## config.mk

```make
export PLATFORM = sky130hd
export DESIGN_NAME = pd_finish
export DESIGN_NICKNAME = d
export VERILOG_FILES = /design/src/rtl/core/pd_pkg.sv /design/src/rtl/core/pd_finish.sv
export SDC_FILE = /design/constraint.sdc
export NUM_CORES = 1
export LEC_CHECK = 0
export BUFFER_PORTS_ARGS = -buffer_cell sky130_fd_sc_hd__buf_2
export CORE_ASPECT_RATIO = 1.2
export CORE_MARGIN = 4
export CORE_UTILIZATION = 45
export CTS_CLUSTER_DIAMETER = 150
export DETAILED_ROUTE_END_ITERATION = 16
export PLACE_DENSITY = 0.73
export SLEW_MARGIN = 40
export SYNTH_ARGS = -nofsm -noshare
export SYNTH_HDL_FRONTEND = slang
export SYNTH_SLANG_ARGS = --single-unit
```

## constraint.sdc

```tcl
create_clock -name clk -period 20.1 [get_ports clk]
set_input_delay 4.02 -clock clk [delete_from_list [all_inputs] [get_ports clk]]
set_output_delay 4.02 -clock clk [all_outputs]
set_load 0.1 [all_outputs]
```

## src/rtl/core/pd_pkg.sv

```systemverilog
// Shared constants and types for the perspective divide and viewport map.
// No dependencies; every other file in rtl/core refers to this package.
`timescale 1ns / 1ps
`default_nettype none
package pd_pkg;

  localparam int FRAC_BITS_DEF = 16;
  localparam int NUM_REGS      = 8;
  localparam int ADDR_W        = 5;
  localparam int DATA_W        = 32;
  localparam int MAG_W         = 64;
  localparam int DEN_W         = 32;
  localparam int Q_W           = 42;
  localparam int DIV_STEPS     = 3;
  localparam int DIV_STG       = Q_W / DIV_STEPS;
  localparam int CAP_W         = 41;
  localparam int RES_W         = 43;
  localparam int FRONT_LAT     = 3;
  localparam int LAT           = FRONT_LAT + DIV_STG + 2;

  localparam logic [CAP_W-1:0] QUOT_CAP = CAP_W'(1) << 40;

  typedef enum logic [2:0] {
    REG_X_SCALE      = 3'd0,
    REG_X_SHEAR      = 3'd1,
    REG_X_OFFSET     = 3'd2,
    REG_Y_SCALE      = 3'd3,
    REG_Y_SHEAR      = 3'd4,
    REG_Y_OFFSET     = 3'd5,
    REG_DEPTH_SCALE  = 3'd6,
    REG_DEPTH_OFFSET = 3'd7
  } reg_idx_t;

  // Per-vertex flags that ride alongside the divider
  typedef struct packed {
    logic neg_x;
    logic neg_y;
    logic neg_d;
    logic zero;
    logic last;
  } pd_side_t;

endpackage
`default_nettype wire

```

## src/rtl/core/pd_finish.sv

```systemverilog
// Output stage for one value: clamp the quotient, apply sign and offset,
// saturate to 32 bits and register. Uses pd_pkg.
`timescale 1ns / 1ps
`default_nettype none
module pd_finish (
  input  wire logic                   clk,
  input  wire logic                   en,
  input  wire logic [pd_pkg::Q_W-1:0] quot,
  input  wire logic                   ovf,
  input  wire logic                   neg,
  input  wire logic                   force_zero,
  input  wire logic signed [31:0]     offset,
  output logic signed [31:0]          res,
  output logic                        sat
);

  localparam int RW = pd_pkg::RES_W;
  localparam logic signed [RW-1:0] VMAX = RW'(32'sh7fffffff);
  localparam logic signed [RW-1:0] VMIN = -(RW'(1) <<< 31);

  logic [pd_pkg::CAP_W-1:0] m;
  logic signed [RW-1:0]     mv, v;

  // Clamp, sign, offset
  always_comb begin
    m  = (ovf || quot > pd_pkg::Q_W'(pd_pkg::QUOT_CAP)) ? pd_pkg::QUOT_CAP
                                                        : quot[pd_pkg::CAP_W-1:0];
    mv = $signed({2'b00, m});
    v  = (neg ? -mv : mv) + RW'(offset);
  end

  always_ff @(posedge clk) begin
    if (en) begin
      if (force_zero) begin
        res <= '0;
        sat <= 1'b0;
      end else if (v > VMAX) begin
        res <= 32'sh7fffffff;
        sat <= 1'b1;
      end else if (v < VMIN) begin
        res <= 32'sh80000000;
        sat <= 1'b1;
      end else begin
        res <= v[31:0];
        sat <= 1'b0;
      end
    end
  end

endmodule
`default_nettype wire

```

# == Word-level counts from Yosys, hierarchy flattened ==
# Index checks and enable logic that the tools add are counted.
# totals
reg_bits,33
# classes
addsub,2
order_cmp,3
muxes,6
n_reduce_logical,2
# op_table
operator,n
$add A43 B32 Y43,1
$gt A43 B32 Y1 const B,1
$lt A43 B32 Y1 const B,1
$mux W43,1
$neg A41 Y43,1
$gt A42 B41 Y1 const B,1
$mux W41,1
$mux W32,1
$mux W31,1
$mux W1,2
$reduce_or A2 Y1,1
$logic_or A1 B1 Y1,1

# == Logic depth before layout (Yosys ltp) ==
# Gate-level depths: netlist (run 1).
# logic_depth
depth_word,9
ltp_mapped,28
depth_no_buf,25

# == Worst setup path after synthesis (run 1) ==
# Ideal clock, no wire load.
# synth_path
path_type,in2reg
from,input quot[5] (netlist bit)
to,register res[2] (data pin)
setup_ns,0.279
arrival_time_ns,10.257
required_time_ns,19.821
path_slack_ns,9.564
path_stages,26
path_buffers,4
cell_sequence,or4_4 > nor4_4 > nand4_2 > or4_4 > a211oi_1 > clkbuf_1 > nand2_1 > ha_1 > nor2_1 > nor2_1 > clkbuf_1 > a31oi_1 > o21a_1 > ha_1 > clkbuf_1 > a21oi_1 > o21a_1 > o21ai_0 > o21a_1 > o31a_1 > o311a_1 > nor4_1 > nand3_1 > o311ai_2 > buf_6 > o41ai_1
# synth_via
elab_chain_cells,9
word_cells_on_any_way,10
classes_between,add/sub: 2; order compare: 3; mux: 4; reduce/logical: 1
# synth_lines
item,line,rtl
start: declaration,pd_finish.sv:8,"input wire logic [pd_pkg::Q_W-1:0] quot,"
$gt A42 B41 Y1,pd_finish.sv:26,m = (ovf || quot > pd_pkg::Q_W'(pd_pkg::QUOT_CAP)) ? pd_pkg::QUOT_CAP
$logic_or A1 B1 Y1,pd_finish.sv:26,
$mux W41 (*),pd_finish.sv:26,
$neg A41 Y43,pd_finish.sv:29,v = (neg ? -mv : mv) + RW'(offset);
$mux W43 (*),pd_finish.sv:29,
$add A43 B32 Y43 (*),pd_finish.sv:29,
$lt A43 B32 Y1,pd_finish.sv:40,end else if (v < VMIN) begin
$mux W32,pd_finish.sv:40,
$mux W31 (*),pd_finish.sv:37,end else if (v > VMAX) begin
end signal: assignment,pd_finish.sv:44,res <= v[31:0];
end: declaration,pd_finish.sv:13,"output logic signed [31:0] res,"
# Every way passes the cells marked *; elsewhere a longest branch is shown, timed or not.
# A chain may end at the register's enable or synchronous reset.

# == Final worst setup path (run 1) ==
# layout_path
from,input quot[26] (netlist bit)
to,register sat (data pin)
# layout_via
elab_chain_cells,9
word_cells_on_any_way,10
classes_between,add/sub: 2; order compare: 3; mux: 4; reduce/logical: 1
# layout_lines
item,line,rtl
$gt A42 B41 Y1,pd_finish.sv:26,
$logic_or A1 B1 Y1,pd_finish.sv:26,
$mux W41 (*),pd_finish.sv:26,
$neg A41 Y43,pd_finish.sv:29,
$mux W43 (*),pd_finish.sv:29,
$add A43 B32 Y43 (*),pd_finish.sv:29,
$lt A43 B32 Y1,pd_finish.sv:40,
$mux W1,pd_finish.sv:40,
$mux W1 (*),pd_finish.sv:37,
end signal: assignment,pd_finish.sv:36,sat <= 1'b0;
end signal: assignment,pd_finish.sv:39,sat <= 1'b1;
end signal: assignment,pd_finish.sv:42,sat <= 1'b1;
end: declaration,pd_finish.sv:14,output logic sat
# Marks and branches as above.

==> metrics.md, run 1 <==
| Metric | Value |
|---|---|
| Crit path DAT | 11250 ps |
| Cts bufs inserted | 5 |
| 1st-pass router iterations | 6 |
| Power Density | 60.47 nW/um^2 |
| Post-synthesis xor/xnor area fraction | 0.09353 |
| Post-synthesis register bit count | 33 |
| Max Cap Viol | 0 |
| Die height | ~130 um |
| Ratio of cells with drive above 1 in the final layout | 0.2281 |
| Crit start category | primary input |
| Row count | 44 |
| Post-synth EDFFs | 33 |
| Hold Path Depth | 1 |
| Post-synthesis compound-gate area fraction | 0.3462 |
| Routed WL per cell | between 15 and 20 um |
| Sink Count | 33 |
| DRC violation count after routing | 0 |
| Syn_nets | between 800 and 900 |
| Final nets | approximately 910 |
| First-pass GRT wire length | 25450 um |
| Worst slew margin | 0.4822 |
| Top cell type by total area after synthesis | edfxtp_1 |
| Avg Cell Area, Syn | ~8 um^2 |
| Period utilisation layout | 0.5581 |
| Dominant cell by count in the synthesized netlist | nor2_1 |
| Crit. End Element | register |
| WP buf/inv | 3 |
| I/O Pins | around 110 |
| Initial Utilization | 0.4617 |
| Post-CTS setup buffer count | 0 |
| Core footprint | between 10000 and 15000 um^2 |
| Hold Buf Count CTS | 0 |
| N_diodes | 0 |
| Area share of the largest cell type after synthesis | 0.1772 |
| Fin util | 0.5225 |
| Top_reg_cell synth | edfxtp_1 |
| Layout area overhead | 13.18% |
| Initial antenna violation count | 0 |
| Vias per cell | about 6 |
| Measured slew at the worst slew-check pin | around 780 ps |
| Cts repair resizes | 0 |
| Hold WS | 4324 ps |
| Status | finished clean |
| DP HPWL | ~13000 um |
| Unique masters post-synth | between 70 and 80 |
| Maximum clock frequency | between 0.08 and 0.09 GHz |
| Detail Route Antenna Nets | 0 |
| Input/output buffers | around 110 |
| Min-delay src | en |
| Crit Path Class | primary input to register |
| Final setup violation count | 0 |
| Final GP Congestion | between 0.9 and 1 |
| Tmin final | about 11000 ps |
| Final Hold Fails | 0 |
| Most frequent cells after synthesis | nor2_1, a21oi_1, nand2_1 |
| Gr ovfl total | 0 |
| Adder-Cell Fraction of Synth Area | 0.1199 |
| Worst-path maximum fanout | 31 |
| Synth area leaders | edfxtp_1, ha_1, o31ai_2 |
| Multi-input gate area | between 4000 and 5000 um^2 |
| CP most frequent cell | a21oi_1 |
| Die width | roughly 110 um |
| CP peak stage delay | between 500 and 600 ps |
| Total Neg Setup Slack | 0 ps |
| Sequential Area | between 900 and 1000 um^2 |
| Slowest cell on the critical path | or4_1 |
| Delay-heaviest family, CP | compound AO/OA/AOI/OAI gates |
| Fill cell count | approximately 1.2k |
| Post-synthesis mux area share | 0.01141 |
| Synthesized area | between 5000 and 6000 um^2 |
| Worst-path clk slew | roughly 50 ps |
| Yosys warnings | 0 |
| Main combinational cell family by area after synthesis | compound AO/OA/AOI/OAI gates |
| Unrepaired setup endpoints after global routing | no |
| CTS tree | yes |
| Via count | ~5.8k |
| Vias in the first global route | a little over 5k |
| All-Layer GR Usage | 0.2219 |
| Ys async rst share | 0 |
| Clk buf depth | 2 |
| Post-Synth Simple-Gate Area | 0.2038 |
| Initial DRC Count | 415 |
| Final Max Slew Viols | 0 |
| Root buffer cell | clkbuf_16 |
| Total Wirelength | around 16000 um |
| # H-tree levels | 2 |
| Die area | between 10000 and 15000 um^2 |
| Post-synthesis sequential area ratio | 0.1772 |
| Hold Path End | res[11] |
| Pleak | 0.002631 uW |
| Post-synthesis cell count | just under 700 |
| CP Data Required Time | slightly above 20000 ps |
| Hold crit path type | primary input to register |
| Largest net degree at the start of global routing | 44 |
| Max IR drop VDD | 0.07416 mV |
==> per-layer routing <==
metal  GRT usage  part of all wire  up-vias
met1      0.3203              0.45     2630
met2      0.3414              0.44      288
li1            -                 -     2823
met3     0.01435             0.073       36
met5           0                 0        -
met4     0.09391             0.034        0
==> per-stage QoR <==
| step | worst slack (ps) | std cells | power (uW) | cell area (um^2) |
|---|---|---|---|---|
| final | 8882 | 937 | 382.7 | 6329 |
| after global routing | 8304 | 937 | 402.3 | 6329 |
| after CTS | 8870 | 937 | 382.5 | 6324 |
| after detailed placement | 8603 | 929 | 313.0 | 6186 |
| after global placement | 8698 | 929 | 311.7 | 6186 |
| after floorplan | 9564 | 688 | 271.2 | 5592 |
==> power breakdown <==
| group | total (uW) | switching [uW] | internal (uW) | leakage, uW |
|---|---|---|---|---|
| clock network | 69.4 | 24.8 | 44.6 | 0.0000687 |
| logic | 221 | 163 | 58.2 | 0.00224 |
| registers | 92.3 | 2.14 | 90.1 | 0.000320 |
| total | 383 | 190 | 193 | 0.00263 |
==> placed cells by master, fill, tap and decap left out, types with 10 or more instances in the layout <==
cell type / instances
nand3_1: 13
xor2_1: 35
edfxtp_1: 33
nand2_1: 64
nor2_1: 70
o31ai_1: 10
o21ai_0: 43
nor3_1: 11
a21o_1: 16
o21a_1: 11
o31ai_2: 29
buf_2: 110
nand4_1: 15
ha_1: 52
xnor2_1: 21
a21oi_1: 64
a31oi_1: 15
inv_1: 18
==> kinds of logic after synthesis <==
group	after synthesis
buf+inv	52
mux	5
fa+ha+maj	53
flops	33
xor+xnor	58
compound gates	256
simple gates	231
==> area by class of cell <==
| cell class | instances | area share |
|---|---|---|
| inverter | 18 | 0.01068 |
| clock buffer | 5 | 0.01977 |
| sequential | 33 | 0.1566 |
| tap | 161 | 0.03183 |
| timing repair buffer | 114 | 0.09174 |
| clock inverter | 3 | 0.001977 |
| multi-input combinational | 603 | 0.6874 |
==> flip-flops by register name (all words and copies together), names as in the netlist <==
register / cells
res: 32
sat: 1
==> worst max path at each step <==
stage | from | to | slack, ps | cells past startpoint
floorplan | quot[5] | res[2] | 9560 | 26
global placement | quot[26] | sat | 8700 | 25
detailed placement | quot[5] | sat | 8600 | 25
CTS | quot[26] | sat | 8870 | 25
global route | quot[26] | sat | 8300 | 25
finish | quot[26] | sat | 8880 | 25
Power figures use the tool's default switching activity.
==> run 2, diff against run 1 <==
--- a/config.mk
+++ b/config.mk
@@ -5,6 +5,7 @@
 export SDC_FILE = /design/constraint.sdc
 export NUM_CORES = 1
 export LEC_CHECK = 0
+export ABC_AREA = 1
 export BUFFER_PORTS_ARGS = -buffer_cell sky130_fd_sc_hd__buf_2
 export CORE_ASPECT_RATIO = 1.2
 export CORE_MARGIN = 4
==> constraint.sdc (replaced) <==
create_clock -name clk -period 11.7 [get_ports clk]
set_input_delay 2.34 -clock clk [delete_from_list [all_inputs] [get_ports clk]]
set_output_delay 2.34 -clock clk [all_outputs]
set_load 0.1 [all_outputs]
==> run 2 against run 1 <==
  * Non-clock buffer count shrank 2
  * Synthesized area grew 13%
  * Combinational power grew 150%
  * Routed wire length grew 19%
  * Cell count grew 38%
  * Critical path depth grew 10
  * Utilization shrank 0.90 points
==> metrics.md, run 2 <==
| Metric | Value |
|---|---|
| Status | finished clean |
| Main combinational cell family by area after synthesis | simple AND/OR/NAND/NOR gates |
| Initial Utilization | 0.4574 (-0.004318) |
| Measured slew at the worst slew-check pin | 694.8 ps (-81.86 ps) |
| Initial antenna violation count | 0 (unchanged) |
| Synth area leaders | nand2_1, edfxtp_1, ha_1 |
| Period utilisation layout | 0.6440 |
| Wl on met1 | 8180 um (+13%) |
| Root buffer cell | clkbuf_16 |
| Die area | 15950 um^2 (+12%) |
| Vias in the first global route | 6504 (+28%) |
| WP buf/inv | 5 (+2) |
| Crit. End Element | register |
| Area share of the largest cell type after synthesis | 0.1885 (+0.01125) |
| Total Wirelength | 19100 um (+19%) |
| Min-delay src | offset[0] |
| Layout area overhead | 12.29% |
| Clk buf depth | 2 (unchanged) |
| Input/output buffers | 111 (unchanged) |
| Vias per cell | 5.296 (-14%) |
| Worst-path maximum fanout | 33 (+6.5%) |
| CP Data Required Time | 11700 ps (-8430 ps) |
| Row count | 47 (+6.8%) |
| Power Density | 116.1 nW/um^2 (+92%) |
| Reg with most FFs | res |
| Placed Instances | 1285 (+38%) |
| Post-synthesis register bit count | 33 (unchanged) |
| Max Cap Viol | 0 (unchanged) |
| Most common cell after layout, fill and taps aside | nand2_1 |
| Yosys warnings | 0 (unchanged) |
| Worst-path clk slew | 50 ps (about the same) |
| Post-synthesis cell count | 1024 (+49%) |
| Syn_nets | 1156 (+41%) |
| Non-Filler Instances | 1292 (+38%) |
| Slowest cell on the critical path | nand2_4 |
| Post-synthesis xor/xnor area fraction | 0.09046 (-0.003076) |
| Core footprint | 13760 um^2 (+14%) |
| Max reg flops | 32 (unchanged) |
| Tmin final | ~7500 ps |
| Cts bufs inserted | 5 (unchanged) |
| Gr ovfl total | 0 (unchanged) |
| Post-Synth Simple-Gate Area | 0.3845 (+0.1806) |
| Top cell type by total area after synthesis | nand2_1 |
| Unique masters post-synth | 48 (-35%) |
| Worst slack, placed | 3924 ps (-4679 ps) |
| Post-synthesis sequential area ratio | 0.1575 (-0.01977) |
| Final setup margin | 4165 ps (-4716 ps) |
| Adder-Cell Fraction of Synth Area | 0.1066 (-0.01338) |
| Cts repair resizes | 0 (unchanged) |
| Crit start category | primary input |
| Total Neg Setup Slack | 0 ps (unchanged) |
| CTS tree | yes |
| N_diodes | 0 (unchanged) |
| Top_reg_cell synth | edfxtp_1 |
| Final setup violation count | 0 (unchanged) |
| I/O Pins | 112 (unchanged) |
| First-pass GRT wire length | 30700 um (+21%) |
| Synthesized area | 6294 um^2 (+13%) |
| Initial DRC Count | 383 (-7.7%) |
| CP most frequent cell | nand2_1 |
| Pleak | 0.003680 uW (+40%) |
| Die height | 137.5 um (+5.7%) |
| Hold WS | 2548 ps (-1776 ps) |
| Crit Path Class | primary input to register |
| Worst slew margin | 0.5368 (+0.05458) |
| All-Layer GR Usage | 0.2408 (+0.01897) |
| DP HPWL | 16690 um (+25%) |
| Top routing layer used | met4 |
| Hold Path Depth | 4 (+3) |
| Ys async rst share | 0 (unchanged) |
| Fill cell count | 1523 (+26%) |
| Crit path DAT | 7530 ps (-3720 ps) |
| Most frequent cells in the layout | nand2_1, nor2_1, inv_1, buf_2, a21oi_1 |
| Detail Route Antenna Nets | 0 (unchanged) |
| # H-tree levels | 2 (unchanged) |
| Hold crit path type | primary input to register |
| Hold Path End | res[0] |
| WP depth | 35 (+40%) |
| Regs by FF count | res (32), sat (1) |
| Final Max Slew Viols | 0 (unchanged) |
| Final Hold Fails | 0 (unchanged) |
| DRC violation count after routing | 0 (unchanged) |
| Die width | 116.0 um (+5.6%) |
| Sink Count | 33 (unchanged) |
| Hold Buf Count CTS | 0 (unchanged) |
| Largest net degree at the start of global routing | 37 (-16%) |
| CP peak stage delay | 400 ps (-190 ps) |
| Post-synthesis mux area share | 0 (-0.01141) |
| Routed WL per cell | 14.78 um (-13%) |
| Avg Cell Area, Syn | 6.146 um^2 (-24%) |
| 1st-pass router iterations | 5 (-1) |
| Post-synth EDFFs | 33 (unchanged) |
| Final nets | 1253 (+38%) |
| Met2 WL post-DR | 8886 um (+26%) |
| Max IR drop VDD | 0.1996 mV (+170%) |
| Maximum clock frequency | 0.1327 GHz |
| Post-CTS setup buffer count | 0 (unchanged) |
| Most frequent cells after synthesis | nand2_1, nor2_1, inv_1 |
| Delay-heaviest family, CP | simple AND/OR/NAND/NOR gates |
| Post-synthesis compound-gate area fraction | 0.1674 (-0.1788) |
| Ratio of cells with drive above 1 in the final layout | 0.1659 (-0.06217) |
| Via count | 6843 (+18%) |
| Unrepaired setup endpoints after global routing | no |
| Final GP Congestion | 0.9901 (+1.9%) |
| Met3 wire length | 1196 um (+2.5%) |
| Dominant cell by count in the synthesized netlist | nand2_1 |
[run 2: power breakdown]
part           leakage, uW  internal, uW  total, uW  switching (uW)
Clock            0.0000644          76.7        119            41.9
Sequential        0.000318           153        157            3.49
Combinational      0.00330           150        545             394
Total              0.00368           380        820             440
[run 2: kinds of logic after synthesis]
| logic type | after synthesis |
|---|---|
| buffers and inverters | 142 |
| XOR/XNOR | 65 |
| adder cells (fa/ha/maj) | 53 |
| AO/OA/AOI/OAI | 163 |
| AND/OR/NAND/NOR | 568 |
| flip-flops | 33 |
[run 2: metal layers]
metal  vias up  global-route usage
met5         -                   0
met4         0              0.1006
met3        48             0.01538
met2       261              0.4159
met1      3017              0.3097
li1       3517                   -
[run 2: worst min-delay path, stage by stage]
cell	delay (ps)
buf_2	80
ha_1	120
nand2_1	60
a21oi_2	110
[run 2: area by class of cell]
type / instances / area [um^2] / area share
flip-flops and latches: 33 / 991.0 / 0.1402
multi-input cells: 849 / 4713 / 0.6670
repair buffers: 112 / 565.5 / 0.08003
inverters: 120 / 450.4 / 0.06374
clock inverters: 1 / 3.754 / 0.0005312
clock buffers: 6 / 128.9 / 0.01824
well taps: 171 / 214.0 / 0.03028
[run 2: worst max path at each step]
stage	start	to	slack [ps]
floorplan	quot[6]	res[10]	5320
global placement	quot[2]	res[6]	3910
detailed placement	quot[2]	res[7]	3920
CTS	quot[2]	res[7]	4190
global route	quot[37]	res[31]	3610
finish	quot[37]	res[7]	4170
[run 2: per-stage QoR]
step	utilization	power (uW)	instance area (um^2)
floorplan	-	588.2	6294
global placement	0.5037	696.7	6932
detailed placement	0.5037	699.1	6932
CTS	0.5134	819.4	7064
global route	0.5135	883.0	7067
finish	0.5135	820.2	7067
